<file path="config.mk">
export PLATFORM = sky130hd
export DESIGN_NAME = qrs_front
export DESIGN_NICKNAME = d
export VERILOG_FILES = /design/src/quadratic_root_solver_macros.svh /design/src/qrs_pkg.sv /design/src/qrs_front.sv
export SDC_FILE = /design/constraint.sdc
export NUM_CORES = 1
export LEC_CHECK = 0
export ABC_AREA = 1
export BUFFER_PORTS_ARGS = -buffer_cell sky130_fd_sc_hd__buf_2
export CORE_MARGIN = 10
export CORE_UTILIZATION = 50
export CTS_CLUSTER_DIAMETER = 60
export DETAILED_ROUTE_END_ITERATION = 8
export PLACE_DENSITY = 0.75
export SYNTH_ARGS = -nofsm -noshare
export SYNTH_HDL_FRONTEND = slang
export SYNTH_SLANG_ARGS = --single-unit
</file>
<file path="constraint.sdc">
create_clock -name clock -period 10.02 [get_ports clock]
set_input_delay 1.503 -clock clock [delete_from_list [all_inputs] [get_ports clock]]
set_output_delay 1.503 -clock clock [all_outputs]
set_load 0.02 [all_outputs]
</file>
<file path="src/quadratic_root_solver_macros.svh">
// Assertion macros for the quadratic root solver.
// Needs no package; the caller passes clock, reset and expressions.
`ifndef QUADRATIC_ROOT_SOLVER_MACROS_SVH
`define QUADRATIC_ROOT_SOLVER_MACROS_SVH

// same-cycle implication, off during reset
`define QRS_ASSERT_NOW(label, clk, rst, pre, post, msg) \
   label: assert property (@(posedge clk) disable iff (rst) (pre) |-> (post)) \
      else $error(msg);

// implication after a fixed number of cycles
`define QRS_ASSERT_LAT(label, clk, rst, pre, lat, post, msg) \
   label: assert property (@(posedge clk) disable iff (rst) (pre) |-> ##lat (post)) \
      else $error(msg);

`endif

</file>
<file path="src/qrs_pkg.sv">
// Shared widths, kind codes and stage tag for the quadratic root solver.
// No dependencies.
`default_nettype none
package qrs_pkg;
   localparam int COEF_WIDTH = 16;
   localparam int FRAC_BITS  = 16;
   localparam int OUT_WIDTH  = 41;
   // discriminant magnitude: b*b + 4|a||c| stays below 2^(2W+1)
   localparam int MAG_W      = 2 * COEF_WIDTH + 1;
   localparam int SQRT_W     = (MAG_W + 1) / 2;
   localparam int RAD_W      = 2 * SQRT_W;
   localparam int REM_W      = SQRT_W + 2;
   localparam int NUM_MAG_W  = SQRT_W + 1;
   localparam int NUM_W      = NUM_MAG_W + 1;
   localparam int DEN_W      = COEF_WIDTH + 1;
   localparam int DVD_W      = NUM_MAG_W + FRAC_BITS;
   localparam int PIPE_LAT   = 2 + SQRT_W + 1 + DVD_W + 1;

   typedef enum logic [1:0] {
      KIND_TWO_REAL = 2'd0,
      KIND_DOUBLE   = 2'd1,
      KIND_COMPLEX  = 2'd2,
      KIND_NO_LEAD  = 2'd3
   } kind_type;

   typedef struct packed {
      kind_type                  kind;
      logic signed [COEF_WIDTH:0] neg_b;
      logic [DEN_W-1:0]          den_mag;
      logic                      den_neg;
   } sq_tag_type;
endpackage
`default_nettype wire

</file>
<file path="src/qrs_front.sv">
// Front end: coefficient magnitudes, products and discriminant classification.
// Two register stages. Uses qrs_pkg.
`default_nettype none
module qrs_front import qrs_pkg::*; (
   input  wire logic                         clock,
   input  wire logic                         reset,
   input  wire logic                         in_valid,
   input  wire logic signed [COEF_WIDTH-1:0] coef_a,
   input  wire logic signed [COEF_WIDTH-1:0] coef_b,
   input  wire logic signed [COEF_WIDTH-1:0] coef_c,
   output logic                              out_valid,
   output logic [MAG_W-1:0]                  out_mag,
   output sq_tag_type                        out_tag
);
   localparam int PW = 2 * COEF_WIDTH;

   logic [COEF_WIDTH-1:0] ma, mb, mc;
   logic v1_ff;
   logic [PW-1:0] bb_ff, ac_ff;
   logic [COEF_WIDTH-1:0] ma_ff;
   logic a_neg_ff, a_zero_ff, c_neg_ff, c_zero_ff;
   logic signed [COEF_WIDTH-1:0] b_ff;

   logic v2_ff;
   logic [MAG_W-1:0] mag_ff, mag_in;
   sq_tag_type tag_ff, tag_in;
   logic [PW+1:0] bb_x, ac4, sum;

   assign ma = coef_a[COEF_WIDTH-1] ? COEF_WIDTH'(-coef_a) : COEF_WIDTH'(coef_a);
   assign mb = coef_b[COEF_WIDTH-1] ? COEF_WIDTH'(-coef_b) : COEF_WIDTH'(coef_b);
   assign mc = coef_c[COEF_WIDTH-1] ? COEF_WIDTH'(-coef_c) : COEF_WIDTH'(coef_c);

   always_ff @(posedge clock) begin
      if (reset) begin
         v1_ff <= 1'b0;
         v2_ff <= 1'b0;
      end else begin
         v1_ff <= in_valid;
         v2_ff <= v1_ff;
      end
   end

   always_ff @(posedge clock) begin
      bb_ff     <= mb * mb;
      ac_ff     <= ma * mc;
      ma_ff     <= ma;
      a_neg_ff  <= coef_a[COEF_WIDTH-1];
      a_zero_ff <= (coef_a == '0);
      c_neg_ff  <= coef_c[COEF_WIDTH-1];
      c_zero_ff <= (coef_c == '0);
      b_ff      <= coef_b;
      mag_ff    <= mag_in;
      tag_ff    <= tag_in;
   end

   always_comb begin
      bb_x = {2'b00, bb_ff};
      ac4  = {ac_ff, 2'b00};
      sum  = bb_x + ac4;
      tag_in.neg_b   = -{b_ff[COEF_WIDTH-1], b_ff};
      tag_in.den_mag = {ma_ff, 1'b0};
      tag_in.den_neg = a_neg_ff;
      if (a_zero_ff) begin
         tag_in.kind = KIND_NO_LEAD;
         mag_in      = '0;
      end else if ((a_neg_ff != c_neg_ff) && !c_zero_ff) begin
         tag_in.kind = KIND_TWO_REAL;
         mag_in      = MAG_W'(sum);
      end else if (bb_x > ac4) begin
         tag_in.kind = KIND_TWO_REAL;
         mag_in      = MAG_W'(bb_x - ac4);
      end else if (bb_x == ac4) begin
         tag_in.kind = KIND_DOUBLE;
         mag_in      = '0;
      end else begin
         tag_in.kind = KIND_COMPLEX;
         mag_in      = MAG_W'(ac4 - bb_x);
      end
   end

   assign out_valid = v2_ff;
   assign out_mag   = mag_ff;
   assign out_tag   = tag_ff;
endmodule
`default_nettype wire

</file>
==> flow_summary.toml <==
[run_status]
status = "finished, final reports clean"

[drt]
vias = 24600
dr.pass1.iters = 8
drc = 0
detail_route.iter0.violations = 1912
ant_nets = 0
wire_per_inst_um = 17.7
routed_wl_mm = 83.0
vias_per_cell = 5.24

[final_layout]
seq_area_um2 = 3380
layout-drive-gt1-share_pct = 7.42
syn_to_final_growth_pct = 6.10
multiInputGateArea_um2 = 20900
fill_cells = 5323
final_cells = 4696
nets = 4643

[worst_setup_path]
cp_slowest_cell = "fa_1"
reg2reg_slack_ps = 6410
r2r-start = "ac_ff[0]$_DFF_P_"
critPathArrivalTime_ps = 8630
max_stage_delay_ps = 550
start_kind = "primary input"
r2r_end = "out_mag[26]$_SDFF_PP0_"
required_ps = 10370
crit_type = "in2reg"
rr_worst_depth = 15
worst_path_most_repeated_cell = "inv_1"
startpoint = "coef_b[0]"
setup.worst_path.end_class = "flop"
cp_max_fo = 19

[placement]
place.gp.congestion = 0.986
placed_cells = 4663
hpwl_mm = 71.2
io_buffers = 120

[global_routing]
antenna_found_initial = 0
grt_usage_pct = 25.2
grt_pass1_vias = 24700
grt-ovfl-total = 0
grt_pass1_wl_mm = 132
grt_max_degree = 29

[sta]
setup_viol = 0
rsz0062_at_grt = "no"
min_period_over_period_pct = 82.6
drv_slew = 0
tightest_slew_ps = 948
holdWs_ps = 328
fmax_mhz = 121
period_needed_ps = 8280
max-slew-margin-rel_pct = 36.2
fin_skew_ps = 20.1
hold_viol = 0
setup_tns_ps = 0

[clock_tree]
clockRootBuffer = "clkbuf_16"
ctsResizeCount = 0
htreeDepth = 4
cts_buffers = 17
cts_max_path_buffers = 2
tritoncts = "done"
clk_pin_slew_worst_paths_ps = 70
clock-sinks = 169
ctsHoldBuffers = 0
worstSkewPairLatency_ps = 490
post_cts_buffers = 0

[yosys]
syn-mean-instance-area_um2 = 7.32
syn_area_um2 = 28200
postSynthCellCount = 3849
synth_fa_ha_area_share_pct = 38.8
synth_compound_area_share_pct = 7.13
yosysUniqueCellTypes = 67
synth_top_family_by_area = "adder cells"
synth_xor_area_share_pct = 4.01
ys_seq_area_share_pct = 12.0
synthMuxAreaShare_pct = 0
post-synth-top-area-fraction_pct = 25.7
synth_top_cell_by_area = "fa_1"
ys_warn_count = 0
synth_area_leaders = "fa_1 26%, ha_1 13%, dfxtp_1 12%"
ys_ff_latch = 169
synth-simple-area-share_pct = 24.1

[floorplanning]
die_w_um = 257
coreArea_um2 = 55400
die_area_um2 = 66300
rows = 86
die_h_um = 257
num_io_pins = 122
start_util_pct = 50.9

[worst_hold_path]
min_from = "ma_ff[2]$_DFF_P_"
hp-class = "reg2reg"
min_to = "out_tag[4]$_DFF_P_"
hold_depth = 0

[job]
cap_violations = 0
worst max path at each step:
stage | to | slack [ps] | depth (start not counted)
finish | bb_ff[23]$_DFF_P_ | 1740 | 32
CTS | bb_ff[23]$_DFF_P_ | 1870 | 33
floorplan | bb_ff[29]$_DFF_P_ | 2230 | 29
detailed placement | bb_ff[23]$_DFF_P_ | 1360 | 33
global placement | bb_ff[23]$_DFF_P_ | 1370 | 33
global route | bb_ff[31]$_DFF_P_ | 1300 | 33
state kept, by name, summed over array words and instances (netlist names):
name       flops
b_ff          16
out_mag       33
bb_ff         30
a_neg_ff       1
c_neg_ff       1
v1_ff          1
ma_ff         16
out_tag       36
out_valid      1
ac_ff         32
c_zero_ff      1
a_zero_ff      1
final cells by class:
type	count	share of cell area, %
antenna	1	0.00837
clock buffer	18	1.43
clock inverter	14	0.506
inverter	908	11.4
multi-input combinational	2708	69.9
sequential	169	11.3
tap	748	3.13
timing repair buffer	130	2.26
cells in the mapped netlist, drive strengths merged:
library cell    n
nor4            3
a211oi          3
or3             3
xor2           95
nor2          354
o21bai         19
nand4          33
fa            362
o211ai         11
nand3         172
nand2         925
and2            5
nor3b           1
conb            2
buf            53
ha            296
dfxtp         169
nand2b          2
a21boi          6
nand3b          2
or2            12
a31o            1
o31ai           1
nor3           49
xnor2          26
o21ai         113
o221ai          1
a21oi         182
o211a           1
clkinv          6
a31oi           9
o21a            4
a21o            5
inv           902
clkbuf         21
placed cells by master (no fill, tap or decap), drive strengths merged, types with 33 or more instances in the layout:
cell type / netlist / layout
inv: 902 / 909
dfxtp: 169 / 169
xor2: 95 / 95
fa: 362 / 362
nand3: 172 / 172
ha: 296 / 296
a21oi: 182 / 182
nor3: 49 / 49
o21ai: 113 / 113
nand4: 33 / 33
buf: 53 / 130
nor2: 354 / 354
nand2: 925 / 925
worst max-delay path: cells and delay by family:
kind | cells | cell delay, ps
xor gates and xnor gates | 2 | 670
adders and majority gates | 8 | 3500
and+or+nand+nor | 9 | 1190
AOI/OAI and AO/OA | 2 | 640
buffers and inverters | 11 | 1130
logic make-up after synthesis:
family	after synthesis
flip-flops	169
AND/OR/NAND/NOR	1561
adder cells (fa/ha/maj)	658
other	2
AO/OA/AOI/OAI	356
buffers and inverters	982
XOR/XNOR	121
routing by layer:
layer / vias up / wire length [um] / global-route usage (%)
met5: - / 0 / 0
met4: 0 / 3940 / 12.1
met3: 191 / 5400 / 4.03
met2: 900 / 40000 / 42.4
met1: 11800 / 33700 / 31.0
li1: 11700 / - / -
stage by stage:
step	cell area, um^2	worst slack [ps]	utilization, %
after floorplan	28200	2230	-
after global placement	29300	1370	52.9
after detailed placement	29300	1360	52.9
after CTS	29900	1870	54.0
after global routing	29900	1300	54.0
final	29900	1740	54.0
Power is left out: the tool's default activity adds up to more than one toggle a clock period on the data nets, which glitch-free logic cannot reach.
