**config.mk**
```make
export PLATFORM = sky130hd
export DESIGN_NAME = qrs_div
export DESIGN_NICKNAME = d
export VERILOG_FILES = /design/src/quadratic_root_solver_macros.svh /design/src/qrs_pkg.sv /design/src/qrs_div.sv
export SDC_FILE = /design/constraint.sdc
export NUM_CORES = 2
export LEC_CHECK = 0
export ABC_CLOCK_PERIOD_IN_PS = 6680
export BUFFER_PORTS_ARGS = -buffer_cell sky130_fd_sc_hd__buf_2
export CAP_MARGIN = 20
export CORE_MARGIN = 5
export CORE_UTILIZATION = 45
export CTS_BUF_LIST = sky130_fd_sc_hd__clkbuf_16
export DETAILED_ROUTE_END_ITERATION = 8
export GPL_ROUTABILITY_DRIVEN = 0
export GPL_TIMING_DRIVEN = 0
export PLACE_DENSITY = 0.63
export SYNTH_ARGS = -nofsm -noshare
export SYNTH_HDL_FRONTEND = slang
export SYNTH_SLANG_ARGS = --single-unit
```
**constraint.sdc**
```tcl
create_clock -name clock -period 6.68 [get_ports clock]
set_input_delay 0.334 -clock clock [delete_from_list [all_inputs] [get_ports clock]]
set_output_delay 0.334 -clock clock [all_outputs]
set_load 0.02 [all_outputs]
```
**src/quadratic_root_solver_macros.svh**
```systemverilog
// Assertion macros for the quadratic root solver.
// Needs no package; the caller passes clock, reset and expressions.
`ifndef QUADRATIC_ROOT_SOLVER_MACROS_SVH
`define QUADRATIC_ROOT_SOLVER_MACROS_SVH

// same-cycle implication, off during reset
`define QRS_ASSERT_NOW(label, clk, rst, pre, post, msg) \
   label: assert property (@(posedge clk) disable iff (rst) (pre) |-> (post)) \
      else $error(msg);

// implication after a fixed number of cycles
`define QRS_ASSERT_LAT(label, clk, rst, pre, lat, post, msg) \
   label: assert property (@(posedge clk) disable iff (rst) (pre) |-> ##lat (post)) \
      else $error(msg);

`endif

```
**src/qrs_pkg.sv**
```systemverilog
// Shared widths, kind codes and stage tag for the quadratic root solver.
// No dependencies.
`default_nettype none
package qrs_pkg;
   localparam int COEF_WIDTH = 16;
   localparam int FRAC_BITS  = 16;
   localparam int OUT_WIDTH  = 41;
   // discriminant magnitude: b*b + 4|a||c| stays below 2^(2W+1)
   localparam int MAG_W      = 2 * COEF_WIDTH + 1;
   localparam int SQRT_W     = (MAG_W + 1) / 2;
   localparam int RAD_W      = 2 * SQRT_W;
   localparam int REM_W      = SQRT_W + 2;
   localparam int NUM_MAG_W  = SQRT_W + 1;
   localparam int NUM_W      = NUM_MAG_W + 1;
   localparam int DEN_W      = COEF_WIDTH + 1;
   localparam int DVD_W      = NUM_MAG_W + FRAC_BITS;
   localparam int PIPE_LAT   = 2 + SQRT_W + 1 + DVD_W + 1;

   typedef enum logic [1:0] {
      KIND_TWO_REAL = 2'd0,
      KIND_DOUBLE   = 2'd1,
      KIND_COMPLEX  = 2'd2,
      KIND_NO_LEAD  = 2'd3
   } kind_type;

   typedef struct packed {
      kind_type                  kind;
      logic signed [COEF_WIDTH:0] neg_b;
      logic [DEN_W-1:0]          den_mag;
      logic                      den_neg;
   } sq_tag_type;
endpackage
`default_nettype wire

```
**src/qrs_div.sv**
```systemverilog
// Pipelined restoring divider of magnitudes, one quotient bit per stage.
// Uses qrs_pkg; the sign bit rides along with the operands.
`default_nettype none
module qrs_div import qrs_pkg::*; (
   input  wire logic                 clock,
   input  wire logic                 reset,
   input  wire logic                 in_valid,
   input  wire logic [NUM_MAG_W-1:0] in_num,
   input  wire logic [DEN_W-1:0]     in_den,
   input  wire logic                 in_neg,
   output logic                      out_valid,
   output logic [DVD_W-1:0]          out_quot,
   output logic                      out_neg
);
   logic             v_ff   [DVD_W];
   logic [DVD_W-1:0] dvd_ff [DVD_W];
   logic [DEN_W-1:0] den_ff [DVD_W];
   logic             neg_ff [DVD_W];
   logic [DEN_W-1:0] rem_ff [DVD_W];
   logic [DVD_W-1:0] q_ff   [DVD_W];

   logic [DVD_W-1:0] dvd0;
   logic [DEN_W-1:0] rem_in [DVD_W];
   logic [DVD_W-1:0] q_in   [DVD_W];

   assign dvd0 = {in_num, {FRAC_BITS{1'b0}}};

   always_comb begin
      logic [DVD_W-1:0] pd, pq;
      logic [DEN_W-1:0] pden, prem;
      logic [DEN_W:0]   sh;
      for (int k = 0; k < DVD_W; k++) begin
         if (k == 0) begin
            pd   = dvd0;
            pden = in_den;
            prem = '0;
            pq   = '0;
         end else begin
            pd   = dvd_ff[k-1];
            pden = den_ff[k-1];
            prem = rem_ff[k-1];
            pq   = q_ff[k-1];
         end
         sh      = {prem, pd[DVD_W-1-k]};
         q_in[k] = pq;
         if (sh >= {1'b0, pden}) begin
            rem_in[k]          = DEN_W'(sh - {1'b0, pden});
            q_in[k][DVD_W-1-k] = 1'b1;
         end else begin
            rem_in[k] = DEN_W'(sh);
         end
      end
   end

   always_ff @(posedge clock) begin
      if (reset) begin
         for (int k = 0; k < DVD_W; k++) v_ff[k] <= 1'b0;
      end else begin
         v_ff[0] <= in_valid;
         for (int k = 1; k < DVD_W; k++) v_ff[k] <= v_ff[k-1];
      end
   end

   always_ff @(posedge clock) begin
      dvd_ff[0] <= dvd0;
      den_ff[0] <= in_den;
      neg_ff[0] <= in_neg;
      for (int k = 1; k < DVD_W; k++) begin
         dvd_ff[k] <= dvd_ff[k-1];
         den_ff[k] <= den_ff[k-1];
         neg_ff[k] <= neg_ff[k-1];
      end
      for (int k = 0; k < DVD_W; k++) begin
         rem_ff[k] <= rem_in[k];
         q_ff[k]   <= q_in[k];
      end
   end

   assign out_valid = v_ff[DVD_W-1];
   assign out_quot  = q_ff[DVD_W-1];
   assign out_neg   = neg_ff[DVD_W-1];
endmodule
`default_nettype wire

```
==> results.md <==
* Fin crit period at 3.99 ns
* Top-area cell type share of the netlist area at 0.535
* First-pass GRT wire length at 231000 µm
* Clk pin slew, worst setup/hold paths at 0.06 ns
* Synthesis-stage register bit count at 1938
* FF/Latch Area at 38800 µm²
* Family with the most delay on the worst path: compound AO/OA/AOI/OAI gates
* Post-synthesis area per instance at 10.4 µm²
* Clock Path Buffers at 3
* Crit path max fanout at 10
* Postcts setup bufs at 0
* Synth area leader: dfxtp_1
* Share of layout cells above drive strength 1 at 0.0927
* Yosys warns at 0
* Peak supply drop at 0.000301 V
* Place WS at 2.75 ns
* Placed Area at 75600 µm²
* Root buf cell: clkbuf_16
* Library cells used by synthesis at 79
* Post-CTS sizing at 0
* End-of-flow core utilization at 0.515
* Worst path arrival time at 4.68 ns
* Die height at 411 µm
* Design Power at 38.5 mW
* Async SR Flop Fraction at 0
* Tcrit/Tclk final at 0.597
* Core area at 160000 µm²
* Post-synth EDFFs at 0
* Leakage power at 37.4 nW
* Number of DRC markers in iteration 0 at 2777
* Setup WS post-layout at 2.69 ns
* Design area at 82600 µm²
* Vias in the first global route at 47700
* Number of I/O pins at 75
* Outcome: complete, no violations
* Avg WL per Cell at 14.5 µm
* Slew Viols, Final at 0
* PD cells at 466 nW/µm²
* Drt pass-1 iters at 8
* Worst path slowest cell: a311oi_1
* Worst path cell trace: inv_1 -> ha_1 -> inv_1 -> fa_1 -> a41o_1 -> a21o_1 -> a21o_1 -> a221oi_1 -> nand3_1 -> a311oi_1 -> buf_2 -> mux2_2
* Vias per cell at 5.02
* DRC Markers at 0
* Final Net Count at 7932
* Worst-Margin Slew at 1.09 ns
* Die area at 169000 µm²
* Row cnt at 147
* HPWL Detailed at 105000 µm
* Pin count of the biggest net entering global routing at 17
* RSZ-0062 raised after global routing: false
* Footprint of the multi-input gates at 30400 µm²
* Commonest non-fill, non-tap cells in the layout: 1938 x dfxtp_1, 770 x inv_1, 562 x ha_1
* Vias at 48300
* Die W at 411 µm
* Hold Path Class: primary input to flip-flop
* TritonCTS Buffers at 198
* Clk Latency, worst-skew pair at 0.83 ns
* Most common cell after layout, fill and taps aside: dfxtp_1
* Post-synth top flop: dfxtp_1
* Setup_tns at 0 ns
* # hold bufs at CTS at 39
* Input/output buffers at 74
* Global route total overflow at 0
* Routed WL at 140000 µm
* Max incr delay on CP at 0.79 ns
* Number of nets with antenna violations after routing at 0
* Final Hold Violating Endpoints at 0
* Nature of the critical path endpoint: flip-flop
* Filler cells at 14400
* WS Path Type: flip-flop to flip-flop
* Total track usage at 0.163
* Gate Count Post-Synth at 6986
* Critical path buffer and inverter count at 3
* Antenna violations before repair at 0
* Max-slew headroom at 0.263
* Clock Sinks at 1938
* Synth-to-layout area growth at 14.0%
* Setup Skew at 0.0290 ns
* Setup-failing EPs final at 0
* Seq/Total Area, Yosys at 0.535
* H-tree depth at 4
* Synth area leaders: dfxtp_1 54%, ha_1 9.7%, inv_1 3.8%
* Critical path required time at 7.37 ns
* CTS tree: built
* Syn_nets at 7619
* Crit start category: flip-flop
* Max Freq at 0.251 GHz
* Number of max-cap violations at 0
* Mapped Area at 72500 µm²
* Initial core utilization at 0.452
* Diode count at 0
## cell families after synthesis
| kind of cell | after synthesis | share of synthesized area |
|---|---|---|
| buffers and inverters | 848 | 0.0448 |
| xor gates and xnor gates | 385 | 0.0465 |
| adders and majority gates | 594 | 0.106 |
| DFF | 1938 | 0.535 |
| muxes | 265 | 0.0413 |
| and+or+nand+nor | 1429 | 0.0936 |
| AOI/OAI and AO/OA | 1527 | 0.133 |
## layer usage
metal	track usage	part of all wire
met3	0.0294	0.048
met4	0.0558	0.027
met2	0.278	0.47
met5	0	0
met1	0.209	0.45
## through the flow
| step | hold WS [ns] | std cells |
|---|---|---|
| final | 0.148 | 9625 |
| after global routing | 0.0980 | 9625 |
| after CTS | 0.0595 | 9625 |
| after detailed placement | 0.312 | 9220 |
| after global placement | 0.309 | 9220 |
| after floorplan | 0.310 | 6986 |
## cell usage after synthesis, types with 9 or more instances
| library cell | count |
|---|---|
| o221ai_1 | 10 |
| a21oi_1 | 422 |
| and2_1 | 35 |
| a221oi_1 | 11 |
| clkbuf_1 | 80 |
| and4_1 | 10 |
| dfxtp_1 | 1938 |
| and3_1 | 37 |
| mux2_2 | 238 |
| fa_1 | 32 |
| inv_1 | 740 |
| or3_1 | 52 |
| xnor2_1 | 222 |
| nand4_1 | 63 |
| a31oi_1 | 63 |
| o31a_1 | 21 |
| a21boi_0 | 20 |
| nor3_1 | 150 |
| o21a_1 | 63 |
| xor2_1 | 163 |
| nor4_1 | 13 |
| nand3_1 | 87 |
| mux2i_1 | 19 |
| nor2_1 | 379 |
| buf_2 | 20 |
| nor3b_1 | 11 |
| a31o_2 | 12 |
| o31ai_1 | 42 |
| o211ai_1 | 34 |
| o21ai_0 | 416 |
| nor2b_1 | 96 |
| o41ai_1 | 25 |
| nand3b_1 | 12 |
| a211o_1 | 32 |
| a21o_1 | 145 |
| or2_2 | 19 |
| o21bai_1 | 47 |
| a2111o_1 | 11 |
| a211oi_1 | 59 |
| nand2b_1 | 60 |
| o311ai_0 | 9 |
| nand2_1 | 396 |
| ha_1 | 562 |
## report_power, final
group	switching, mW	total (mW)	internal [mW]	leakage [nW]
Combinational	6.86	12.5	5.69	17.9
Clock	4.49	11.0	6.52	3.36
Sequential	1.04	14.9	13.9	16.1
Total	12.4	38.5	26.1	37.4
## area by class of cell
type / instances / area share
clock buffer: 202 / 0.0612
multi-input combinational: 4200 / 0.368
tap: 2160 / 0.0327
inverter: 741 / 0.0337
clock inverter: 164 / 0.0195
sequential: 1938 / 0.470
timing repair buffer: 113 / 0.00921
buffer: 107 / 0.00563
## registers in the layout, summed over array words and instances (netlist names)
| signal | flops |
|---|---|
| q_ff | 595 |
| den_ff | 561 |
| neg_ff | 34 |
| v_ff | 34 |
| dvd_ff | 153 |
| rem_ff | 561 |
## worst paths after layout
kind,startpoint,endpoint,slack (ns),depth (start not counted)
setup / recovery,dvd_ff[5][27]$_DFF_P_,rem_ff[6][4]$_DFF_P_,2.69,12
hold / removal,in_num[2],dvd_ff[0][18]$_DFF_P_,0.15,2
setup reg to reg,dvd_ff[5][27]$_DFF_P_,rem_ff[6][4]$_DFF_P_,2.69,12
hold reg to reg,q_ff[10][30]$_DFF_P_,q_ff[11][30]$_DFF_P_,0.31,0
## worst register-to-register path, delay by kind of cell, from the launching register on
family	cells	cell delay (ns)
AOI/OAI and AO/OA	5	1.92
adders and majority gates	2	0.58
buffers and inverters	3	0.49
muxes	1	0.39
DFF	1	0.31
and+or+nand+nor	1	0.19
Power figures use the tool's default switching activity.
