`src/quadratic_root_solver_macros.svh`:
```
// Assertion macros for the quadratic root solver.
// Needs no package; the caller passes clock, reset and expressions.
`ifndef QUADRATIC_ROOT_SOLVER_MACROS_SVH
`define QUADRATIC_ROOT_SOLVER_MACROS_SVH

// same-cycle implication, off during reset
`define QRS_ASSERT_NOW(label, clk, rst, pre, post, msg) \
   label: assert property (@(posedge clk) disable iff (rst) (pre) |-> (post)) \
      else $error(msg);

// implication after a fixed number of cycles
`define QRS_ASSERT_LAT(label, clk, rst, pre, lat, post, msg) \
   label: assert property (@(posedge clk) disable iff (rst) (pre) |-> ##lat (post)) \
      else $error(msg);

`endif

```
`src/qrs_pkg.sv`:
```
// Shared widths, kind codes and stage tag for the quadratic root solver.
// No dependencies.
`default_nettype none
package qrs_pkg;
   localparam int COEF_WIDTH = 16;
   localparam int FRAC_BITS  = 16;
   localparam int OUT_WIDTH  = 41;
   // discriminant magnitude: b*b + 4|a||c| stays below 2^(2W+1)
   localparam int MAG_W      = 2 * COEF_WIDTH + 1;
   localparam int SQRT_W     = (MAG_W + 1) / 2;
   localparam int RAD_W      = 2 * SQRT_W;
   localparam int REM_W      = SQRT_W + 2;
   localparam int NUM_MAG_W  = SQRT_W + 1;
   localparam int NUM_W      = NUM_MAG_W + 1;
   localparam int DEN_W      = COEF_WIDTH + 1;
   localparam int DVD_W      = NUM_MAG_W + FRAC_BITS;
   localparam int PIPE_LAT   = 2 + SQRT_W + 1 + DVD_W + 1;

   typedef enum logic [1:0] {
      KIND_TWO_REAL = 2'd0,
      KIND_DOUBLE   = 2'd1,
      KIND_COMPLEX  = 2'd2,
      KIND_NO_LEAD  = 2'd3
   } kind_type;

   typedef struct packed {
      kind_type                  kind;
      logic signed [COEF_WIDTH:0] neg_b;
      logic [DEN_W-1:0]          den_mag;
      logic                      den_neg;
   } sq_tag_type;
endpackage
`default_nettype wire

```
`src/qrs_sqrt.sv`:
```
// Pipelined floor square root, one root bit per stage, tag carried along.
// Uses qrs_pkg.
`default_nettype none
module qrs_sqrt import qrs_pkg::*; (
   input  wire logic             clock,
   input  wire logic             reset,
   input  wire logic             in_valid,
   input  wire logic [MAG_W-1:0] in_mag,
   input  sq_tag_type            in_tag,
   output logic                  out_valid,
   output logic [SQRT_W-1:0]     out_root,
   output sq_tag_type            out_tag
);
   logic              v_ff   [SQRT_W];
   logic [RAD_W-1:0]  rad_ff [SQRT_W];
   logic [REM_W-1:0]  rem_ff [SQRT_W];
   logic [SQRT_W-1:0] root_ff[SQRT_W];
   sq_tag_type        tag_ff [SQRT_W];

   logic [REM_W-1:0]  rem_in [SQRT_W];
   logic [SQRT_W-1:0] root_in[SQRT_W];

   always_comb begin
      logic [RAD_W-1:0]  pr;
      logic [REM_W-1:0]  prem, sh, trial;
      logic [SQRT_W-1:0] proot;
      for (int k = 0; k < SQRT_W; k++) begin
         if (k == 0) begin
            pr    = RAD_W'(in_mag);
            prem  = '0;
            proot = '0;
         end else begin
            pr    = rad_ff[k-1];
            prem  = rem_ff[k-1];
            proot = root_ff[k-1];
         end
         sh    = {prem[SQRT_W-1:0], pr[RAD_W-1-2*k -: 2]};
         trial = {proot, 2'b01};
         if (sh >= trial) begin
            rem_in[k]  = sh - trial;
            root_in[k] = {proot[SQRT_W-2:0], 1'b1};
         end else begin
            rem_in[k]  = sh;
            root_in[k] = {proot[SQRT_W-2:0], 1'b0};
         end
      end
   end

   always_ff @(posedge clock) begin
      if (reset) begin
         for (int k = 0; k < SQRT_W; k++) v_ff[k] <= 1'b0;
      end else begin
         v_ff[0] <= in_valid;
         for (int k = 1; k < SQRT_W; k++) v_ff[k] <= v_ff[k-1];
      end
   end

   always_ff @(posedge clock) begin
      rad_ff[0] <= RAD_W'(in_mag);
      tag_ff[0] <= in_tag;
      for (int k = 1; k < SQRT_W; k++) begin
         rad_ff[k] <= rad_ff[k-1];
         tag_ff[k] <= tag_ff[k-1];
      end
      for (int k = 0; k < SQRT_W; k++) begin
         rem_ff[k]  <= rem_in[k];
         root_ff[k] <= root_in[k];
      end
   end

   assign out_valid = v_ff[SQRT_W-1];
   assign out_root  = root_ff[SQRT_W-1];
   assign out_tag   = tag_ff[SQRT_W-1];
endmodule
`default_nettype wire

```
`config.mk`:
```
export PLATFORM = sky130hd
export DESIGN_NAME = qrs_sqrt
export DESIGN_NICKNAME = d
export VERILOG_FILES = /design/src/quadratic_root_solver_macros.svh /design/src/qrs_pkg.sv /design/src/qrs_sqrt.sv
export SDC_FILE = /design/constraint.sdc
export NUM_CORES = 1
export LEC_CHECK = 0
export BUFFER_PORTS_ARGS = -buffer_cell sky130_fd_sc_hd__buf_2
export CORE_ASPECT_RATIO = 0.8
export CORE_MARGIN = 2
export CORE_UTILIZATION = 48
export DETAILED_ROUTE_END_ITERATION = 12
export PLACE_DENSITY_LB_ADDON = 0.15
export REMOVE_ABC_BUFFERS = 1
export SYNTH_ARGS = -nofsm -noshare
export SYNTH_HDL_FRONTEND = slang
export SYNTH_SLANG_ARGS = --single-unit
```
`constraint.sdc`:
```
create_clock -name clock -period 2.46 [get_ports clock]
set_input_delay 0 -clock clock [delete_from_list [all_inputs] [get_ports clock]]
set_output_delay 0 -clock clock [all_outputs]
set_load 0.05 [all_outputs]
```
==> metrics.csv, run 1 <==
stage,metric,value,unit
clocking,number of buffers created by CTS,116,
finish,antenna fix cells,0,
floorplan,Die ar.,80000,um^2
setup_path,critical path cell sequence,"ha_4, nand4_1, nor4_2, or4_4, nor3_4, a21boi_4, buf_6, nor2_2, mux2_4",
logic_synthesis,mux contribution to synthesized area,0.969,%
setup_path,Worst setup EP type,flop,
grt,initial antenna violation count,1,
flow_run,Max Cap Violations,0,
clocking,Clock Tree Root,clkbuf_16,
finish,area delta synth->final,25.7,%
logic_synthesis,"Distinct cells, synth",79,
logic_synthesis,number of register bits inferred by synthesis,1321,
logic_synthesis,Synth Flop Type,dfxtp_1,
setup_path,"Req. time, crit path",2.99,ns
drt,Final ANT Viol Nets,0,
finish,layout cell share with drive strength beyond 1,19.5,%
sta,fmax,415,MHz
sta,Final Cycle Share,98.1,%
grt,largest net degree at the start of global routing,20,
grt,vias in the first global route,21200,
logic_synthesis,Syn. warnings,0,
finish,"commonest non-fill, non-tap cell in the layout",dfxtp_1,
logic_synthesis,Area contributors post-synth,"dfxtp_1 71%, ha_1 5.7%, inv_1 2.2%",
floorplan,Core Box Area,77100,um^2
setup_path,CP Max Fanout,6,
sta,Tmin final,2.41,ns
sta,Final Skew,0.0501,ns
setup_path,worst reg2reg setup slack,0.05,ns
logic_synthesis,Async SR Flop Fraction,0,%
grt,Overflow after GRT,0,
drt,Vias,21300,
finish,post-route cell area,46900,um^2
logic_synthesis,Syn Std Cell Area,37300,um^2
setup_path,worst r2r dst,rem_ff[0][242]$_DFF_P_,
power,maximum vdd ir drop,0.000806,V
logic_synthesis,Synth Area in XOR/XNOR,3.87,%
hold_path,HP Class,in2reg,
drt,routed wire length,62.8,mm
drt,drt drc,0,
grt,GRT Total Usage,15.6,%
logic_synthesis,Mapped Cells,2991,
clocking,Sink Count,1321,
drt,vias per std cell,4.62,
power,power density over the cells,1120,nW/um^2
hold_path,Worst Hold Endpoint,v_ff[0][6]$_SDFF_PP0_,
sta,final hold slack,0.227,ns
floorplan,Initial Util,48.4,%
floorplan,Die H,253,um
logic_synthesis,Post-Syn Area per Cell,12.5,um^2
finish,Nets,3728,
setup_path,Critical Path AT,2.94,ns
placement,Placed Area,39900,um^2
clocking,Clock Path Buffers,3,
logic_synthesis,cell taking the most area after synthesis,dfxtp_1,
clocking,Clock Latency Late Sink,0.71,ns
logic_synthesis,register area share after synthesis,70.8,%
setup_path,CP Launch Type,flop,
clocking,H-tree levels,3,
setup_path,CP max stage cell,or4_4,
placement,port bufs,127,
logic_synthesis,compound-cell area share of the yosys netlist,7.79,%
power,Lkg Pwr,20.9,nW
clocking,clock-pin slew on the worst setup and hold paths,0.06,ns
sta,Worst Tran Pin Value,0.543,ns
sta,final setup fails,0,
status,run status,completed,
sta,worst setup margin,0.0475,ns
drt,initial DRC count,1029,
floorplan,num rows,91,
clocking,CTS tree,built,
setup_path,CP max stage delay,0.56,ns
sta,"Slew Viols, Final",0,
hold_path,critical hold path startpoint,reset,
logic_synthesis,Simple-Gate Fraction of Synth Area,7.93,%
logic_synthesis,area share of the largest cell type after synthesis,70.8,%
sta,setup TNS,0,ns
logic_synthesis,largest family of logic cells by synthesized area,simple AND/OR/NAND/NOR gates,
logic_synthesis,Post-synth EDFFs,0,
placement,dpl ws,-0.314,ns
logic_synthesis,Post-Synth Adder-Cell Area,5.70,%
floorplan,io pins,128,
setup_path,reg2reg start,rem_ff[0][210]$_DFF_P_,
sta,RSZ-0062 raised after global routing,true,
drt,drt first pass iters,6,
hold_path,hold path depth,3,
grt,first-pass GRT wire length,102,mm
sta,Final Hold Vio Count,0,
drt,wire length per cell,13.6,um
placement,GP Congestion,0.867,
placement,HPWL after DPL,41.8,mm
sta,Slew HR,63.4,%
setup_path,reg2reg path depth,9,
floorplan,Die X,316,um
finish,"commonest cells after routing, fill and taps aside","1288 x dfxtp_1, 209 x inv_1, 143 x dlygate4sd3_1, 138 x buf_4, 133 x ha_1",
setup_path,CP Class,reg2reg,
[where the power goes]
part / switching, mW / internal (mW) / total [mW]
Clock: 7.75 / 11.2 / 19.0
Combinational: 4.17 / 4.08 / 8.25
Sequential: 1.48 / 23.9 / 25.4
[sequential cells by signal (all words and copies together) (netlist names)]
signal   count
root_ff    153
rem_ff     250
v_ff        17
rad_ff     272
tag_ff     629
[per-layer routing]
| metal | vias up | routed length (um) | GRT usage, % |
|---|---|---|---|
| met5 | - | 0 | 0 |
| met4 | 0 | 1720 | 5.80 |
| met3 | 118 | 2710 | 3.15 |
| met2 | 407 | 28100 | 24.7 |
| met1 | 9775 | 30300 | 21.0 |
| li1 | 11000 | - | - |
[per-stage QoR]
stage          total power, mW  std cells  utilization (%)
2_1_floorplan             30.3       2944                -
3_3_place_gp              32.7       4216             51.8
3_5_place_dp              32.9       4216             51.8
4_1_cts                   52.3       4579             59.4
5_1_grt                   55.3       4609             60.9
6_report                  52.6       4609             60.9
[worst max path at each step]
stage,depth (start not counted),from,to
after CTS,9,root_ff[0][189]$_DFF_P_,rem_ff[0][240]$_DFF_P_
after global placement,9,root_ff[0][231]$_DFF_P_,rem_ff[0][273]$_DFF_P_
final,9,rem_ff[0][210]$_DFF_P_,rem_ff[0][242]$_DFF_P_
after detailed placement,9,root_ff[0][231]$_DFF_P_,rem_ff[0][272]$_DFF_P_
after floorplan,9,root_ff[0][188]$_DFF_P_,rem_ff[0][240]$_DFF_P_
after global routing,9,root_ff[0][207]$_DFF_P_,rem_ff[0][259]$_DFF_P_
[critical path: cells and delay by family, from the launching register on]
| kind | cells | cell delay (ns) |
|---|---|---|
| simple gates | 5 | 1.05 |
| mux | 1 | 0.25 |
| flops | 1 | 0.34 |
| compound gates | 1 | 0.22 |
| fa+ha+maj | 1 | 0.26 |
| buf+inv | 1 | 0.15 |
[cells by family (layout without fill, tap and decap cells)]
logic type               after synthesis  count (layout)
AND/OR/NAND/NOR                      579             579
buffers and inverters                264             857
flip-flops                          1321            1321
multiplexers                          33              33
AO/OA/AOI/OAI                        458             460
adder cells (fa/ha/maj)              170             170
other                                  1               1
XOR/XNOR                             165             165
[cell type report]
type	instances	area, um^2
Fill cell	6001	30200
Sequential cell	1321	26500
Multi-Input combinational cell	1408	10800
Clock buffer	163	3420
Timing Repair Buffer	421	3280
Tap cell	1023	1280
Inverter	217	815
Clock inverter	56	800
[repair_timing]
item                                    in CTS  in global routing
cloned                                       0                  3
pin swaps                                    5                 61
setup buffers                                1                 27
resized for setup                           28                197
hold buffers                               143                  0
endpoints found under the setup margin      55                148
hold endpoints to repair                    87                  0
[cells in the mapped netlist, types with 3 or more instances]
cell type and count:
o211a_1 3, a31oi_1 10, a211o_1 5, nand3_1 37, xnor2_1 82, ha_1 170
o31ai_1 24, nand2_1 131, o21a_1 41, a211oi_1 18, xor2_1 83, or4_1 14
nor4_1 31, nand2b_1 29, nand4_1 21, a31o_2 5, nor3b_1 6, and2_1 4
buf_4 17, a21boi_0 5, nand3b_1 4, nor4b_1 3, a2111oi_0 4, nor3_1 57
a21oi_1 139, clkbuf_1 14, mux2_2 25, o21ai_0 112, or3_1 31, a21o_1 30
o22ai_1 3, buf_2 15, o21ai_1 3, o211ai_1 9, o31a_1 8, dfxtp_1 1321
nor2_1 138, or2_2 9, mux2i_1 8, inv_1 217, nor2b_1 39, and3_1 11
o21bai_1 10
No activity file was read; power rests on OpenSTA's default activity.
==> inputs of run 2 (changes only) <==
Settings changed: PLACE_DENSITY set to 0.76, PLACE_DENSITY_LB_ADDON 0.15 to unset.
==> metrics.csv, run 2 (synthesized netlist as in run 1, its figures left out) <==
stage,metric,value,unit,change
floorplan,num rows,91,,unchanged
sta,Final Cycle Share,96.8,%,was 98.1%
floorplan,Core Box Area,77100,um^2,unchanged
clocking,number of buffers created by CTS,114,,was 116
clocking,Clock Path Buffers,3,,unchanged
hold_path,HP Class,in2reg,,unchanged
grt,first-pass GRT wire length,95.1,mm,was 102 mm
placement,Placed Area,39700,um^2,was 39900 um^2
drt,wire length per cell,12.8,um,was 13.6 um
placement,port bufs,127,,unchanged
sta,Final Skew,0.0426,ns,was 0.0501 ns
sta,Slew HR,61.1,%,was 63.4%
status,run status,completed,,unchanged
power,maximum vdd ir drop,0.000859,V,was 0.000806 V
grt,largest net degree at the start of global routing,28,,was 20
placement,dpl ws,-0.0471,ns,was -0.314 ns
finish,antenna fix cells,0,,unchanged
floorplan,io pins,128,,unchanged
drt,vias per std cell,4.61,,was 4.62
power,sw frac,25.7,%,was 25.5%
drt,drt first pass iters,5,,was 6
sta,Tmin final,2.38,ns,was 2.41 ns
placement,GP Congestion,0.848,,was 0.867
setup_path,"Req. time, crit path",3.03,ns,was 2.99 ns
finish,"commonest non-fill, non-tap cell in the layout",dfxtp_1,,unchanged
finish,"commonest cells after routing, fill and taps aside","1315 x dfxtp_1, 217 x inv_1, 156 x ha_1, 143 x dlygate4sd3_1, 137 x nor2_1",,"was 1288 x dfxtp_1, 209 x inv_1, 143 x dlygate4sd3_1, 138 x buf_4, 133 x ha_1"
finish,max reg flops,629,,unchanged
setup_path,critical path cell sequence,"inv_1, ha_1, and4_1, o2bb2ai_1, a211o_1, o31a_1, a31o_4, buf_4, a31o_2",,"was ha_4, nand4_1, nor4_2, or4_4, nor3_4, a21boi_4, buf_6, nor2_2, mux2_4"
power,P_sw,13.1,mW,was 13.4 mW
floorplan,Die X,316,um,unchanged
floorplan,Initial Util,48.4,%,unchanged
sta,final hold slack,0.216,ns,was 0.227 ns
sta,fmax,420,MHz,was 415 MHz
sta,Final Hold Vio Count,0,,unchanged
power,Lkg Pwr,20.6,nW,was 20.9 nW
setup_path,CP Max Fanout,7,,was 6
power,combinational power share,14.7,%,was 15.7%
sta,Worst Tran Pin Value,0.584,ns,was 0.543 ns
floorplan,Die H,253,um,unchanged
sta,final setup fails,0,,unchanged
setup_path,CP Launch Type,flop,,unchanged
clocking,Sink Count,1321,,unchanged
clocking,Clock Tree Root,clkbuf_16,,unchanged
flow_run,Max Cap Violations,0,,unchanged
drt,initial DRC count,1081,,was 1029
grt,GRT Total Usage,14.3,%,was 15.6%
power,Clk pwr share,35.6,%,was 36.1%
finish,area delta synth->final,22.6,%,was 25.7%
drt,drt drc,0,,unchanged
clocking,clock-pin slew on the worst setup and hold paths,0.07,ns,was 0.06 ns
drt,routed wire length,58.2,mm,was 62.8 mm
sta,worst setup margin,0.0780,ns,was 0.0475 ns
power,Pint,37.8,mW,was 39.2 mW
placement,HPWL after DPL,36.3,mm,was 41.8 mm
drt,Final ANT Viol Nets,0,,unchanged
clocking,CTS tree,built,,unchanged
finish,Nets,3680,,was 3728
grt,Overflow after GRT,0,,unchanged
setup_path,Critical Path AT,2.95,ns,was 2.94 ns
clocking,Clock Latency Late Sink,0.70,ns,was 0.71 ns
setup_path,CP max stage delay,0.32,ns,was 0.56 ns
grt,vias in the first global route,20200,,was 21200
setup_path,CP max stage cell,dfxtp_1,,was or4_4
sta,"Slew Viols, Final",0,,unchanged
finish,layout cell share with drive strength beyond 1,15.7,%,was 19.5%
power,sequential power share,49.7,%,was 48.2%
finish,Reg with most FFs,tag_ff,,unchanged
sta,setup TNS,0,ns,unchanged
finish,Filler Cells Inserted,5976,,was 6001
clocking,H-tree levels,3,,unchanged
finish,largest registers,"tag_ff: 629 flops, rad_ff: 272 flops, rem_ff: 250 flops",,unchanged
floorplan,Die ar.,80000,um^2,unchanged
power,power density over the cells,1110,nW/um^2,was 1120 nW/um^2
drt,Vias,21000,,was 21300
setup_path,Worst setup EP type,flop,,unchanged
finish,post-route cell area,45800,um^2,was 46900 um^2
grt,initial antenna violation count,0,,was 1
setup_path,CP Class,reg2reg,,unchanged
-- run 2: cell types whose count changed in the layout (fill, tap and decap cells not counted), sizes merged --
cell | before | now
buf | 278 | 232
clkinvlp | 4 | 12
a31o | 7 | 6
bufinv | 14 | 9
inv | 220 | 221
clkinv | 35 | 37
clkbuf | 163 | 154
-- run 2: critical path: cells and delay by family, from the launching register on --
family                   cells  cell delay, ns
adder cells (fa/ha/maj)      1            0.31
buffers and inverters        2            0.20
flip-flops                   1            0.32
AND/OR/NAND/NOR              1            0.24
AO/OA/AOI/OAI                5            1.19
-- run 2: worst paths after layout --
kind / from / endpoint / slack [ns] / cells past startpoint
worst max-delay path: root_ff[0][244]$_DFF_P_ / rem_ff[0][298]$_DFF_P_ / 0.08 / 9
worst min-delay path: reset / v_ff[0][15]$_SDFF_PP0_ / 0.22 / 3
worst max register to register: root_ff[0][244]$_DFF_P_ / rem_ff[0][298]$_DFF_P_ / 0.08 / 9
worst min register to register: tag_ff[2][37]$_DFF_P_ / tag_ff[2][74]$_DFF_P_ / 0.31 / 0
-- run 2: cell type report --
type                       count  area, um^2  share of cell area (%)
sequential                  1321       26500                    57.8
multi-input combinational   1407       10300                    22.6
clock buffer                 153        3200                    6.99
timing repair buffer         376        2940                    6.42
tap                         1023        1280                    2.80
inverter                     217         815                    1.78
clock inverter                62         762                    1.66
-- run 2: metal layers --
layer	track usage (%)	part of all wire (%)	vias up
met5	0	0	-
met4	4.47	2.4	0
met3	3.69	4.8	107
met2	23.5	46	367
met1	18.5	47	9644
li1	-	-	10900
-- run 2: power groups by stage --
| stage | Sequential, mW | Clock (mW) | Combinational [mW] |
|---|---|---|---|
| global placement | 25.6 | 0 | 6.73 |
| global route | 25.5 | 19.5 | 8.37 |
| detailed placement | 25.7 | 0 | 6.84 |
| CTS | 25.2 | 18.6 | 7.12 |
| floorplan | 25.4 | 0 | 4.91 |
| finish | 25.3 | 18.1 | 7.49 |
-- run 2: timing repair --
action / CTS / global route
endpoints found under the hold margin: 87 / 0
endpoints found under the setup margin: 25 / 130
resized for setup: 8 / 99
gates cloned: 0 / 4
pin swaps: 2 / 22
hold buffers: 143 / 0
buffers inserted: 1 / 8
-- run 2: metrics by stage --
| stage | power [mW] | instances | util, % |
|---|---|---|---|
| floorplan | 30.3 | 2944 | - |
| global placement | 32.3 | 4188 | 51.6 |
| detailed placement | 32.5 | 4188 | 51.6 |
| CTS | 50.9 | 4547 | 58.6 |
| global route | 53.4 | 4559 | 59.4 |
| finish | 50.8 | 4559 | 59.4 |
